[src/design/picture_unit_cpu_register_port_core_macros.svh]
// ----------------------------------------------------------------------------
// Assertion macros for the picture unit CPU register port
// Shared wrappers for clocked concurrent assertions, with and without reset qualification.
// ----------------------------------------------------------------------------
`ifndef PICTURE_UNIT_CPU_REGISTER_PORT_CORE_MACROS_SVH
`define PICTURE_UNIT_CPU_REGISTER_PORT_CORE_MACROS_SVH

// Check an implication on every rising clock edge outside reset
`define PUCRP_ASSERT(lbl, clk, rstn, prop, msg) \
    lbl: assert property (@(posedge clk) disable iff (!rstn) prop) else $error(msg);

// Check a condition that must hold on every rising clock edge, reset included
`define PUCRP_ASSERT_ALWAYS(lbl, clk, prop, msg) \
    lbl: assert property (@(posedge clk) prop) else $error(msg);

`endif

[src/design/pucrp_pkg.sv]
// ----------------------------------------------------------------------------
// pucrp_pkg
// Types and constants of the picture unit CPU register port.
// ----------------------------------------------------------------------------
package pucrp_pkg;

    // Kind of access carried on the input channel
    typedef enum logic [1:0] {
        ACT_READ   = 2'd0,
        ACT_WRITE  = 2'd1,
        ACT_STATUS = 2'd2,
        ACT_DMA    = 2'd3
    } action_t;

    // Register index within the eight-byte mirrored window
    localparam logic [2:0] REG_CTRL   = 3'd0;
    localparam logic [2:0] REG_MASK   = 3'd1;
    localparam logic [2:0] REG_STATUS = 3'd2;
    localparam logic [2:0] REG_SPR_AD = 3'd3;
    localparam logic [2:0] REG_SPR_DT = 3'd4;
    localparam logic [2:0] REG_SCROLL = 3'd5;
    localparam logic [2:0] REG_VADDR  = 3'd6;
    localparam logic [2:0] REG_VDATA  = 3'd7;

    localparam logic [15:0] DMA_PAGE_ADDR = 16'h4014;
    localparam logic [2:0]  REG_WINDOW    = 3'b001;   // addr[15:13] of 0x2000-0x3FFF
    localparam logic [7:0]  PALETTE_PAGE  = 8'h3F;
    localparam logic [7:0]  STATUS_RD_MSK = 8'hE0;
    localparam logic [7:0]  STATUS_KEEP   = 8'h60;
    localparam logic [7:0]  VADDR_HI_MSK  = 8'h3F;
    localparam logic [15:0] VSTEP_ROW     = 16'd32;
    localparam logic [15:0] VSTEP_COL     = 16'd1;

    localparam int S_TDATA_W = 40;
    localparam int M_TDATA_W = 88;

    // One result word, plus a flag that the sprite memory supplies read_data
    typedef struct packed {
        logic [7:0]  read_data;
        logic [15:0] vram_address;
        logic        vram_read;
        logic        vram_write;
        logic [7:0]  vram_wdata;
        logic        dma_valid;
        logic [15:0] dma_source;
        logic [7:0]  ctrl_value;
        logic [7:0]  mask_value;
        logic [7:0]  scroll_x;
        logic [7:0]  scroll_y;
        logic        spr_read;
    } res_t;

endpackage

[src/design/picture_unit_cpu_register_port_core.sv]
// ----------------------------------------------------------------------------
// picture_unit_cpu_register_port_core
// CPU-facing register file of a picture unit: ctrl, mask, status, sprite
// memory, scroll pair, video address and DMA page sequencing.
// ----------------------------------------------------------------------------
// Usage:
//   Input words arrive on s_tvalid/s_tready; s_tuser carries the action
//   (read, write, status load, DMA step) and s_tdata the address and bytes.
//   Each accepted word yields exactly one result word on m_tvalid/m_tready.
//   Each word passes the middle stage, which applies the register update and
//   issues the sprite memory read, then the output register, which holds the
//   result with the returned registered memory data merged in.
//   Throughput is one word per cycle while m_tready is high; the sprite memory
//   has one write and one read port, and each word touches at most one entry.
//   When the receiver stalls, the output register holds its word and the
//   middle stage fills; s_tready drops only once both are occupied.
//   Reset (aresetn low, synchronous) clears the state registers, empties the
//   pipeline and marks every sprite entry as unwritten (reads return 0),
//   so no clearing pass is needed and words are taken the cycle after.
// ----------------------------------------------------------------------------
`include "picture_unit_cpu_register_port_core_macros.svh"

module picture_unit_cpu_register_port_core import pucrp_pkg::*; #(
    parameter int SPRITE_BYTES = 256
) (
    input  logic                 aclk,
    input  logic                 aresetn,
    input  logic                 s_tvalid,
    output logic                 s_tready,
    // [15:0] cpu_addr, [23:16] cpu_data, [31:24] vram_data, [39:32] status_in
    input  logic [S_TDATA_W-1:0] s_tdata,
    // [1:0] action
    input  logic [1:0]           s_tuser,
    output logic                 m_tvalid,
    input  logic                 m_tready,
    // [7:0] read_data, [23:8] vram_address, [24] vram_read, [25] vram_write,
    // [33:26] vram_wdata, [34] dma_valid, [50:35] dma_source,
    // [58:51] ctrl_value, [66:59] mask_value, [74:67] scroll_x,
    // [82:75] scroll_y, [87:83] zero
    output logic [M_TDATA_W-1:0] m_tdata
);

    localparam int SPR_AW = $clog2(SPRITE_BYTES);

    // Architectural registers
    logic [7:0]  ctrl_reg,     ctrl_next;
    logic [7:0]  mask_reg,     mask_next;
    logic [7:0]  status_reg,   status_next;
    logic [7:0]  spr_ptr_reg,  spr_ptr_next;
    logic        toggle_reg,   toggle_next;
    logic [7:0]  sx_reg,       sx_next;
    logic [7:0]  sy_reg,       sy_next;
    logic        latch_reg,    latch_next;
    logic [15:0] vptr_reg,     vptr_next;
    logic [7:0]  rbuf_reg,     rbuf_next;
    logic        dma_busy_reg, dma_busy_next;
    logic [15:0] dma_ptr_reg,  dma_ptr_next;

    // Pipeline
    res_t s1_reg, out_reg, res0, res1;
    logic s1_valid_reg, out_valid_reg;
    logic advance, accept;

    // Input fields
    action_t     action;
    logic [15:0] cpu_addr;
    logic [7:0]  cpu_data, vram_data, status_in;
    logic        in_regs;
    logic [2:0]  reg_idx;
    logic [15:0] vstep;
    logic        spr_we, spr_re;
    logic [7:0]  spr_rdata;

    assign action    = action_t'(s_tuser);
    assign cpu_addr  = s_tdata[15:0];
    assign cpu_data  = s_tdata[23:16];
    assign vram_data = s_tdata[31:24];
    assign status_in = s_tdata[39:32];
    assign in_regs   = (cpu_addr[15:13] == REG_WINDOW);
    assign reg_idx   = cpu_addr[2:0];
    assign vstep     = ctrl_reg[2] ? VSTEP_ROW : VSTEP_COL;

    // Handshake: middle stage moves on when the output register frees up
    assign advance  = !out_valid_reg || m_tready;
    assign s_tready = !s1_valid_reg || advance;
    assign accept   = s_tvalid && s_tready;

    // Decode one word: next register values and the result fields
    always_comb begin
        ctrl_next     = ctrl_reg;
        mask_next     = mask_reg;
        status_next   = status_reg;
        spr_ptr_next  = spr_ptr_reg;
        toggle_next   = toggle_reg;
        sx_next       = sx_reg;
        sy_next       = sy_reg;
        latch_next    = latch_reg;
        vptr_next     = vptr_reg;
        rbuf_next     = rbuf_reg;
        dma_busy_next = dma_busy_reg;
        dma_ptr_next  = dma_ptr_reg;
        res0          = '0;
        spr_we        = 1'b0;
        spr_re        = 1'b0;
        case (action)
            ACT_READ: begin
                if (in_regs) begin
                    case (reg_idx)
                        REG_STATUS: begin
                            res0.read_data = status_reg & STATUS_RD_MSK;
                            status_next    = status_reg & STATUS_KEEP;
                            latch_next     = 1'b0;
                        end
                        REG_SPR_DT: begin
                            res0.spr_read = 1'b1;
                            spr_re        = 1'b1;
                            spr_ptr_next  = spr_ptr_reg + 8'd1;
                        end
                        REG_VDATA: begin
                            res0.read_data    = (vptr_reg[15:8] == PALETTE_PAGE) ?
                                                vram_data : rbuf_reg;
                            rbuf_next         = vram_data;
                            res0.vram_address = vptr_reg;
                            res0.vram_read    = 1'b1;
                            vptr_next         = vptr_reg + vstep;
                        end
                        default: ;
                    endcase
                end
            end
            ACT_WRITE: begin
                if (cpu_addr == DMA_PAGE_ADDR) begin
                    dma_busy_next = 1'b1;
                    dma_ptr_next  = {cpu_data, 8'd0};
                end else if (in_regs) begin
                    case (reg_idx)
                        REG_CTRL:   ctrl_next    = cpu_data;
                        REG_MASK:   mask_next    = cpu_data;
                        REG_SPR_AD: spr_ptr_next = cpu_data;
                        REG_SPR_DT: begin
                            spr_we       = 1'b1;
                            spr_ptr_next = spr_ptr_reg + 8'd1;
                        end
                        REG_SCROLL: begin
                            if (!toggle_reg) begin
                                sx_next = cpu_data;
                            end else begin
                                sy_next = cpu_data;
                            end
                            toggle_next = !toggle_reg;
                        end
                        REG_VADDR: begin
                            if (!latch_reg) begin
                                vptr_next = {cpu_data & VADDR_HI_MSK, 8'd0};
                            end else begin
                                vptr_next = {vptr_reg[15:8], cpu_data};
                            end
                            latch_next = !latch_reg;
                        end
                        REG_VDATA: begin
                            res0.vram_address = vptr_reg;
                            res0.vram_write   = 1'b1;
                            res0.vram_wdata   = cpu_data;
                            vptr_next         = vptr_reg + vstep;
                        end
                        default: ;
                    endcase
                end
            end
            ACT_STATUS: begin
                status_next = status_in;
            end
            ACT_DMA: begin
                if (dma_busy_reg) begin
                    res0.dma_valid  = 1'b1;
                    res0.dma_source = dma_ptr_reg;
                    dma_ptr_next    = dma_ptr_reg + 16'd1;
                    if (dma_ptr_next[7:0] == 8'd0) begin
                        dma_busy_next = 1'b0;
                    end
                end
            end
            default: ;
        endcase
        res0.ctrl_value = ctrl_next;
        res0.mask_value = mask_next;
        res0.scroll_x   = sx_next;
        res0.scroll_y   = sy_next;
    end

    // Commit register updates on each accepted word
    always_ff @(posedge aclk) begin
        if (!aresetn) begin
            ctrl_reg     <= '0;
            mask_reg     <= '0;
            status_reg   <= '0;
            spr_ptr_reg  <= '0;
            toggle_reg   <= 1'b0;
            sx_reg       <= '0;
            sy_reg       <= '0;
            latch_reg    <= 1'b0;
            vptr_reg     <= '0;
            rbuf_reg     <= '0;
            dma_busy_reg <= 1'b0;
            dma_ptr_reg  <= '0;
        end else if (accept) begin
            ctrl_reg     <= ctrl_next;
            mask_reg     <= mask_next;
            status_reg   <= status_next;
            spr_ptr_reg  <= spr_ptr_next;
            toggle_reg   <= toggle_next;
            sx_reg       <= sx_next;
            sy_reg       <= sy_next;
            latch_reg    <= latch_next;
            vptr_reg     <= vptr_next;
            rbuf_reg     <= rbuf_next;
            dma_busy_reg <= dma_busy_next;
            dma_ptr_reg  <= dma_ptr_next;
        end
    end

    // Sprite memory: one entry per word, read data returns next cycle
    pucrp_spr_ram #(
        .DEPTH (SPRITE_BYTES),
        .AW    (SPR_AW)
    ) u_spr_ram (
        .aclk    (aclk),
        .aresetn (aresetn),
        .we      (accept && spr_we),
        .waddr   (spr_ptr_reg[SPR_AW-1:0]),
        .wdata   (cpu_data),
        .re      (accept && spr_re),
        .raddr   (spr_ptr_reg[SPR_AW-1:0]),
        .rdata   (spr_rdata)
    );

    // Merge the returned sprite byte into the middle-stage word
    always_comb begin
        res1 = s1_reg;
        if (s1_reg.spr_read) begin
            res1.read_data = spr_rdata;
        end
        res1.spr_read = 1'b0;
    end

    // Pipeline control
    always_ff @(posedge aclk) begin
        if (!aresetn) begin
            s1_valid_reg  <= 1'b0;
            out_valid_reg <= 1'b0;
        end else begin
            if (s_tready) begin
                s1_valid_reg <= s_tvalid;
            end
            if (advance) begin
                out_valid_reg <= s1_valid_reg;
            end
        end
    end

    // Pipeline payload
    always_ff @(posedge aclk) begin
        if (accept) begin
            s1_reg <= res0;
        end
        if (advance && s1_valid_reg) begin
            out_reg <= res1;
        end
    end

    assign m_tvalid = out_valid_reg;
    assign m_tdata  = {5'd0, out_reg.scroll_y, out_reg.scroll_x, out_reg.mask_value,
                       out_reg.ctrl_value, out_reg.dma_source, out_reg.dma_valid,
                       out_reg.vram_wdata, out_reg.vram_write, out_reg.vram_read,
                       out_reg.vram_address, out_reg.read_data};

    // Back-pressure only when the middle stage is occupied
    `PUCRP_ASSERT(a_ready_only_when_full, aclk, aresetn,
        !s_tready |-> s1_valid_reg, "input stalled with empty middle stage")
    // A DMA page write starts the transfer
    `PUCRP_ASSERT(a_dma_start, aclk, aresetn,
        (accept && action == ACT_WRITE && cpu_addr == DMA_PAGE_ADDR) |=> dma_busy_reg,
        "DMA page write did not start transfer")
    // A status read clears the vblank flag and the address latch
    `PUCRP_ASSERT(a_status_read_clears, aclk, aresetn,
        (accept && action == ACT_READ && in_regs && reg_idx == REG_STATUS)
            |=> (!latch_reg && !status_reg[7]),
        "status read did not clear flag and latch")
    // A result never reads and writes video memory at once
    `PUCRP_ASSERT(a_vram_exclusive, aclk, aresetn,
        out_valid_reg |-> !(out_reg.vram_read && out_reg.vram_write),
        "video memory read and write in one result")

endmodule

[src/design/pucrp_spr_ram.sv]
// ----------------------------------------------------------------------------
// pucrp_spr_ram
// Sprite attribute memory: one write and one registered read per cycle,
// with per-entry valid bits so that unwritten entries read as zero.
// ----------------------------------------------------------------------------
module pucrp_spr_ram import pucrp_pkg::*; #(
    parameter int DEPTH = 256,
    parameter int AW    = 8
) (
    input  logic          aclk,
    input  logic          aresetn,
    input  logic          we,
    input  logic [AW-1:0] waddr,
    input  logic [7:0]    wdata,
    input  logic          re,
    input  logic [AW-1:0] raddr,
    output logic [7:0]    rdata
);

    logic [7:0]       mem [DEPTH];
    logic [DEPTH-1:0] valid_reg;
    logic [7:0]       rd_reg;
    logic             rd_valid_reg;

    // Write port
    always_ff @(posedge aclk) begin
        if (we) begin
            mem[waddr] <= wdata;
        end
    end

    // Registered read port
    always_ff @(posedge aclk) begin
        if (re) begin
            rd_reg <= mem[raddr];
        end
    end

    // Track written entries; reset makes every entry read as zero
    always_ff @(posedge aclk) begin
        if (!aresetn) begin
            valid_reg    <= '0;
            rd_valid_reg <= 1'b0;
        end else begin
            if (we) begin
                valid_reg[waddr] <= 1'b1;
            end
            if (re) begin
                rd_valid_reg <= valid_reg[raddr];
            end
        end
    end

    assign rdata = rd_valid_reg ? rd_reg : 8'd0;

endmodule
[config.mk]
export PLATFORM = sky130hd
export DESIGN_NAME = picture_unit_cpu_register_port_core
export DESIGN_NICKNAME = d
export VERILOG_FILES = /design/src/design/pucrp_pkg.sv /design/src/design/picture_unit_cpu_register_port_core.sv /design/src/design/pucrp_spr_ram.sv
export VERILOG_INCLUDE_DIRS = /design/src /design/src/design
export SDC_FILE = /design/constraint.sdc
export NUM_CORES = 2
export LEC_CHECK = 0
export BUFFER_PORTS_ARGS = -buffer_cell sky130_fd_sc_hd__buf_2
export CAP_MARGIN = 20
export CORE_MARGIN = 4
export CORE_UTILIZATION = 50
export CTS_CLUSTER_SIZE = 30
export DETAILED_ROUTE_END_ITERATION = 12
export PLACE_DENSITY = 0.66
export SYNTH_ARGS = -nofsm -noshare
export SYNTH_HDL_FRONTEND = slang
export SYNTH_SLANG_ARGS = --single-unit
[constraint.sdc]
create_clock -name aclk -period 9 [get_ports aclk]
set_input_delay 0.9 -clock aclk [delete_from_list [all_inputs] [get_ports aclk]]
set_output_delay 0.9 -clock aclk [all_outputs]
set_load 0.005 [all_outputs]
# Word level (Yosys, flattened, before mapping)
# Memories as Yosys holds them, arrays and structs flattened. A register that Yosys moved wholly into a read port is not among the register bits.
# Cells that the tools add are included.
word_totals:
  regBits: 517
  ram_bits: 2048
  inputBits: 46
  out_inout_bits: 90
  elab_cells: 180
  memories: 1
classes:
  add_sub_neg: 3
  order_cmp: 2
  eq_ne: 25
  mux: 71
  n_bitwise: 6
  reduce_logical: 31
memory_table:
  columns: ["name", "depth", "word_bits", "read_ports", "rd_ports_with_merged_regs", "write_ports", "line", "source"]
  rows:
  - ["u_spr_ram.mem", 256, 8, 1, 1, 1, "pucrp_spr_ram.sv:20", "logic [7:0] mem [DEPTH];"]
op_table:
  columns: ["operator", "count"]
  rows:
  - ["bitwise OR 256 bit", 1]
  - ["two-way mux 8 bit", 27]
  - ["two-way mux 16 bit", 10]
  - ["case mux 16 bit (2 select lines)", 4]
  - ["case mux 8 bit (2 select lines)", 4]
  - ["two-way mux 17 bit", 3]
  - ["AND reduction 7 bit", 3]
  - ["two-way mux 1 bit", 17]
  - ["adder 16 x 1 -> 16 bit (second input constant)", 1]
  - ["adder 16 x 6 -> 16 bit", 1]
  - ["equality test 16 x 15 -> 1 bit (second input constant)", 1]
  - ["equality test 3 bit (second input constant)", 4]
  - ["AND reduction 4 bit", 3]
  - ["!= test 2 bit (second input constant)", 5]
  - ["less-than comparator 8 x 9 -> 1 bit (second input constant)", 1]
  - ["two-way mux 9 bit", 1]
  - ["adder 8 x 1 -> 8 bit (second input constant)", 1]
  - ["binary-select mux 1 bit (select 8 bit)", 1]
  - ["demux 1 bit (select 8 bit)", 1]
  - ["equality test 8 x 6 -> 1 bit (second input constant)", 1]
  - ["greater-or-equal comparator 8 x 1 -> 1 bit (second input constant)", 1]
  - ["logical NOT 8 bit", 1]
  - ["!= test 2 x 1 -> 1 bit (second input constant)", 4]
  - ["AND reduction 8 bit", 1]
  - ["other kinds (20)", 41]

# Logic depth before layout (Yosys ltp)
logic_depth:
  depth_word: 8
  ltp_mapped: 13
  mapped_depth_nobuf: 10

# Cells and area by module
# From an unflattened synthesis, not the netlist that was laid out.
hier_totals:
  hier_cells: 5156
  hier_area_um2: 98555.8
by_module_without_submodules:
  columns: ["mod", "n_inst", "cells_per_inst", "area_each_um2", "seq_area_each_um2"]
  rows:
  - ["pucrp_spr_ram", 1, 4286, 87998.1, 66884.1]
  - ["picture_unit_cpu_register_port_core", 1, 870, 10557.6, 6776.5]

# Least setup slack after synthesis
# OpenSTA, ideal clock, no wires.
synth_timing:
  kind: "input port to flip-flop"
  startpoint: "in m_tready"
  endpoint: "reg out_reg (netlist bit m_tdata[0]) (enable)"
  setup_time_ps: 535
  arrival_ps: 4621
  required_time_ps: 8465
  path_slack_ps: 3844
  cell_stages: 2
  path_buffers: 0
  cell_sequence: "nor2b_1 -> nor2b_1"
synth_between:
  elab_chain_len: 2
synth_rtl:
  columns: ["item", "line", "source"]
  rows:
  - ["from (decl)", "picture_unit_cpu_register_port_core.sv:35", "input logic m_tready,"]
  - ["logical OR 1 bit", "picture_unit_cpu_register_port_core.sv:84", "assign advance = !out_valid_reg || m_tready;"]
  - ["logical AND 1 bit", "picture_unit_cpu_register_port_core.sv:266", "if (advance && s1_valid_reg) begin"]
  - ["to (signal assigned)", "picture_unit_cpu_register_port_core.sv:267", "out_reg <= res1;"]
  - ["to (decl)", "picture_unit_cpu_register_port_core.sv:60", "res_t s1_reg, out_reg, res0, res1;"]
# No other way between the ends.
# A chain may end at the register's enable or synchronous reset.

# Final worst setup path
layout_timing:
  startpoint: "reg spr_ptr_reg[3]"
  endpoint: "mem u_spr_ram.mem[106][0] (enable)"
layout_rtl:
  columns: ["item", "line", "source"]
  rows:
  - ["from (decl)", "picture_unit_cpu_register_port_core.sv:49", "logic [7:0] spr_ptr_reg, spr_ptr_next;"]
  - ["from (signal assigned)", "picture_unit_cpu_register_port_core.sv:210", "spr_ptr_reg <= spr_ptr_next;"]
  - ["to (decl)", "pucrp_spr_ram.sv:20", null]
# Straight into the memory's write port.

==> summary.txt <==
top cell type's share of synthesized area = 67.3%
PD cells = 219 mW/mm^2
max reg flops = 2048
Post-CTS Hold Fix Bufs = 0
clock root cell = clkbuf_16
skew final = 0.0579 ns
worst ir drop on vdd = 209 uV
worst-path maximum fanout = 34
critical path arrival = 5.77 ns
most area-consuming cells after synthesis = edfxtp_1 67%, mux4_2 15%, dfxtp_1 7.0%, o21a_1 2.0%, nor2_1 1.3%
period utilisation layout = 58.5%
First-pass DRT Iterations = 6
RSZ-0062 raised after global routing = false
Post-synth top cells = 2223 x edfxtp_1, 647 x mux4_2, 345 x dfxtp_1, 336 x nor2_1, 259 x o21a_1
CP max stage delay = 0.83 ns
setup TNS = 0 ns
Final ANT Viol Nets = 0
clock sink count = 2568
Seq pwr share = 53.2%
fmax = 190 MHz
final global-route overflow total = 0
Layout Utilization = 56.5%
slowest stage cell, crit path = nor2_1
Finish-stage setup viols = 0
via-per-instance ratio = 6.22
crit path kind = reg -> reg
Worst EP required = 9.51 ns
Post-CTS Setup Bufs = 0
synthesis-to-finish area growth = 12.3%
# DRC = 0
count leader, synth = edfxtp_1
Sw Pwr = 0.00475 W
Post-synth EDFFs = 2223
Int Pwr = 0.0196 W
vias in the first global route = 49658
Resize count post-CTS = 0
crit path cell chain = buf_4 > nor2b_4 > buf_4 > nand2_1 > buf_4 > nor2_1
CTS buffer count = 282
Routability Congestion = 0.871
Clk pin slew, worst setup/hold paths = 0.06 ns
sw frac = 19.5%
CP Capture Type = flip-flop
hold path depth = 3
part of the power in the clock network = 45.4%
Comb power frac = 1.4%
sequential cell area = 0.0737 mm^2
FF-to-FF path depth = 6
WL/cell = 29.9 um
dpl cells = 7602
sequential fraction of the synthesis area = 74.2%
footprint of the multi-input gates = 0.0240 mm^2
via count = 50356
Final Max Slew Viols = 0
status = completed
cell mode on critical path = buf_4
Fin. Hold Viols = 0
nets = 5304
port bufs = 125
CTS H-tree lvls = 5
Static Leak = 34.4 nW
total power = 0.0244 W
commonest register cell after synthesis = edfxtp_1
antenna violations before repair = 4
worst slew pin tran = 1.21 ns
global-route wire length before repair = 352 mm
CTS tree = built
Yosys reg bits = 2568
share of layout cells above drive strength 1 = 24.2%
Worst Hold Class = in -> reg
Core ar. = 0.197 mm^2
hpwl dp = 144 mm
Filler cells = 14738
die footprint = 0.206 mm^2
Synth async-reset ratio = 0%
io pins = 136
mean area per synthesized cell = 19.6 um^2
Starting Density = 50.3%
Clock Path Buffers = 4
Final Critical Period = 5.27 ns
clock latency at the later pin of the worst-skew pair = 0.92 ns
Ys Warns = 0
CP Launch Type = flip-flop
relative slew slack = 19.2%
largest net degree at the start of global routing = 184
DRT iter0 DRCs = 6182
post-synth top area cell = edfxtp_1
GRT Total Usage = 23.5%
Die Y = 454 um
mapped cell area = 0.0993 mm^2
overall routed net length = 242 mm
max-capacitance violation count = 0
Cells after Synth = 5070
library cells used by synthesis = 71
die width = 454 um
final cell count without fillers = 8101
Std-Cell Rows = 163
## worst max-delay path, delay by kind of cell, from the launching register on
kind	cells	cell delay (ns)
AND/OR/NAND/NOR	3	2.32
buffers and inverters	3	1.71
flip-flops	1	0.78
## layer usage
| metal | part of all wire, % | global-route usage [%] | up-vias | routed length (um) |
|---|---|---|---|---|
| li1 | - | - | 20992 | - |
| met1 | 41 | 33.5 | 26541 | 98100 |
| met3 | 9.8 | 6.30 | 461 | 23600 |
| met5 | 0.0054 | 0 | - | 13 |
| met4 | 3.8 | 8.51 | 2 | 9170 |
| met2 | 46 | 35.3 | 2360 | 111000 |
## layout make-up
cell class              instances  share of cell area [%]
diodes                          5                  0.0112
clock buffers                 407                    7.19
clock inverters                84                   0.707
inverters                      21                  0.0730
multi-input cells            2158                    21.5
flip-flops and latches       2568                    66.1
well taps                    2640                    2.96
repair buffers                218                    1.43
## final timing paths
path                                end  slack, ns           start
setup / recovery  u_spr_ram.mem[106][0]       3.73  spr_ptr_reg[3]
hold / removal              rbuf_reg[1]       0.26     s_tdata[25]
setup reg to reg  u_spr_ram.mem[106][0]       3.73  spr_ptr_reg[3]
hold reg to reg             m_tdata[56]       0.40        res1[30]
## layout by cell type, fill, tap and decap left out, drive strengths merged, types with 74 or more instances in the layout
master,n
mux4,647
o21a,259
mux2i,84
dfxtp,345
nand2,152
buf,215
o21ai,74
edfxtp,2223
a22oi,80
nor2,341
clkbuf,410
a21oi,76
## power groups by stage
stage | clock network, W | logic (W) | registers (W)
5_1_grt | 0.0117 | 0.000379 | 0.0130
4_1_cts | 0.0112 | 0.000352 | 0.0130
2_1_floorplan | 0 | 0.000116 | 0.0132
3_5_place_dp | 0 | 0.000352 | 0.0132
6_report | 0.0111 | 0.000348 | 0.0130
3_3_place_gp | 0 | 0.000336 | 0.0132
## cells by family (layout without fill, tap and decap cells)
group | after synthesis | in the layout | synth area share [%]
AOI/OAI and AO/OA | 642 | 642 | 4.61
xor gates and xnor gates | 2 | 2 | 0.0177
adders and majority gates | 9 | 9 | 0.113
buffers and inverters | 348 | 730 | 1.71
DFF | 2568 | 2568 | 74.2
muxes | 768 | 768 | 15.9
other | 1 | 10 | 0.00378
and+or+nand+nor | 732 | 732 | 3.39
## through the flow
| stage | hold slack [ns] | setup WS (ns) | area, um^2 |
|---|---|---|---|
| after CTS | 0.196 | 3.77 | 111000 |
| after detailed placement | 0.405 | 3.80 | 103000 |
| after global placement | 0.402 | 3.81 | 103000 |
| final | 0.263 | 3.73 | 111000 |
| after global routing | 0.219 | 3.77 | 111000 |
| after floorplan | 0.400 | 3.84 | 99300 |
Note: power is estimated with default switching activity, not from simulation.
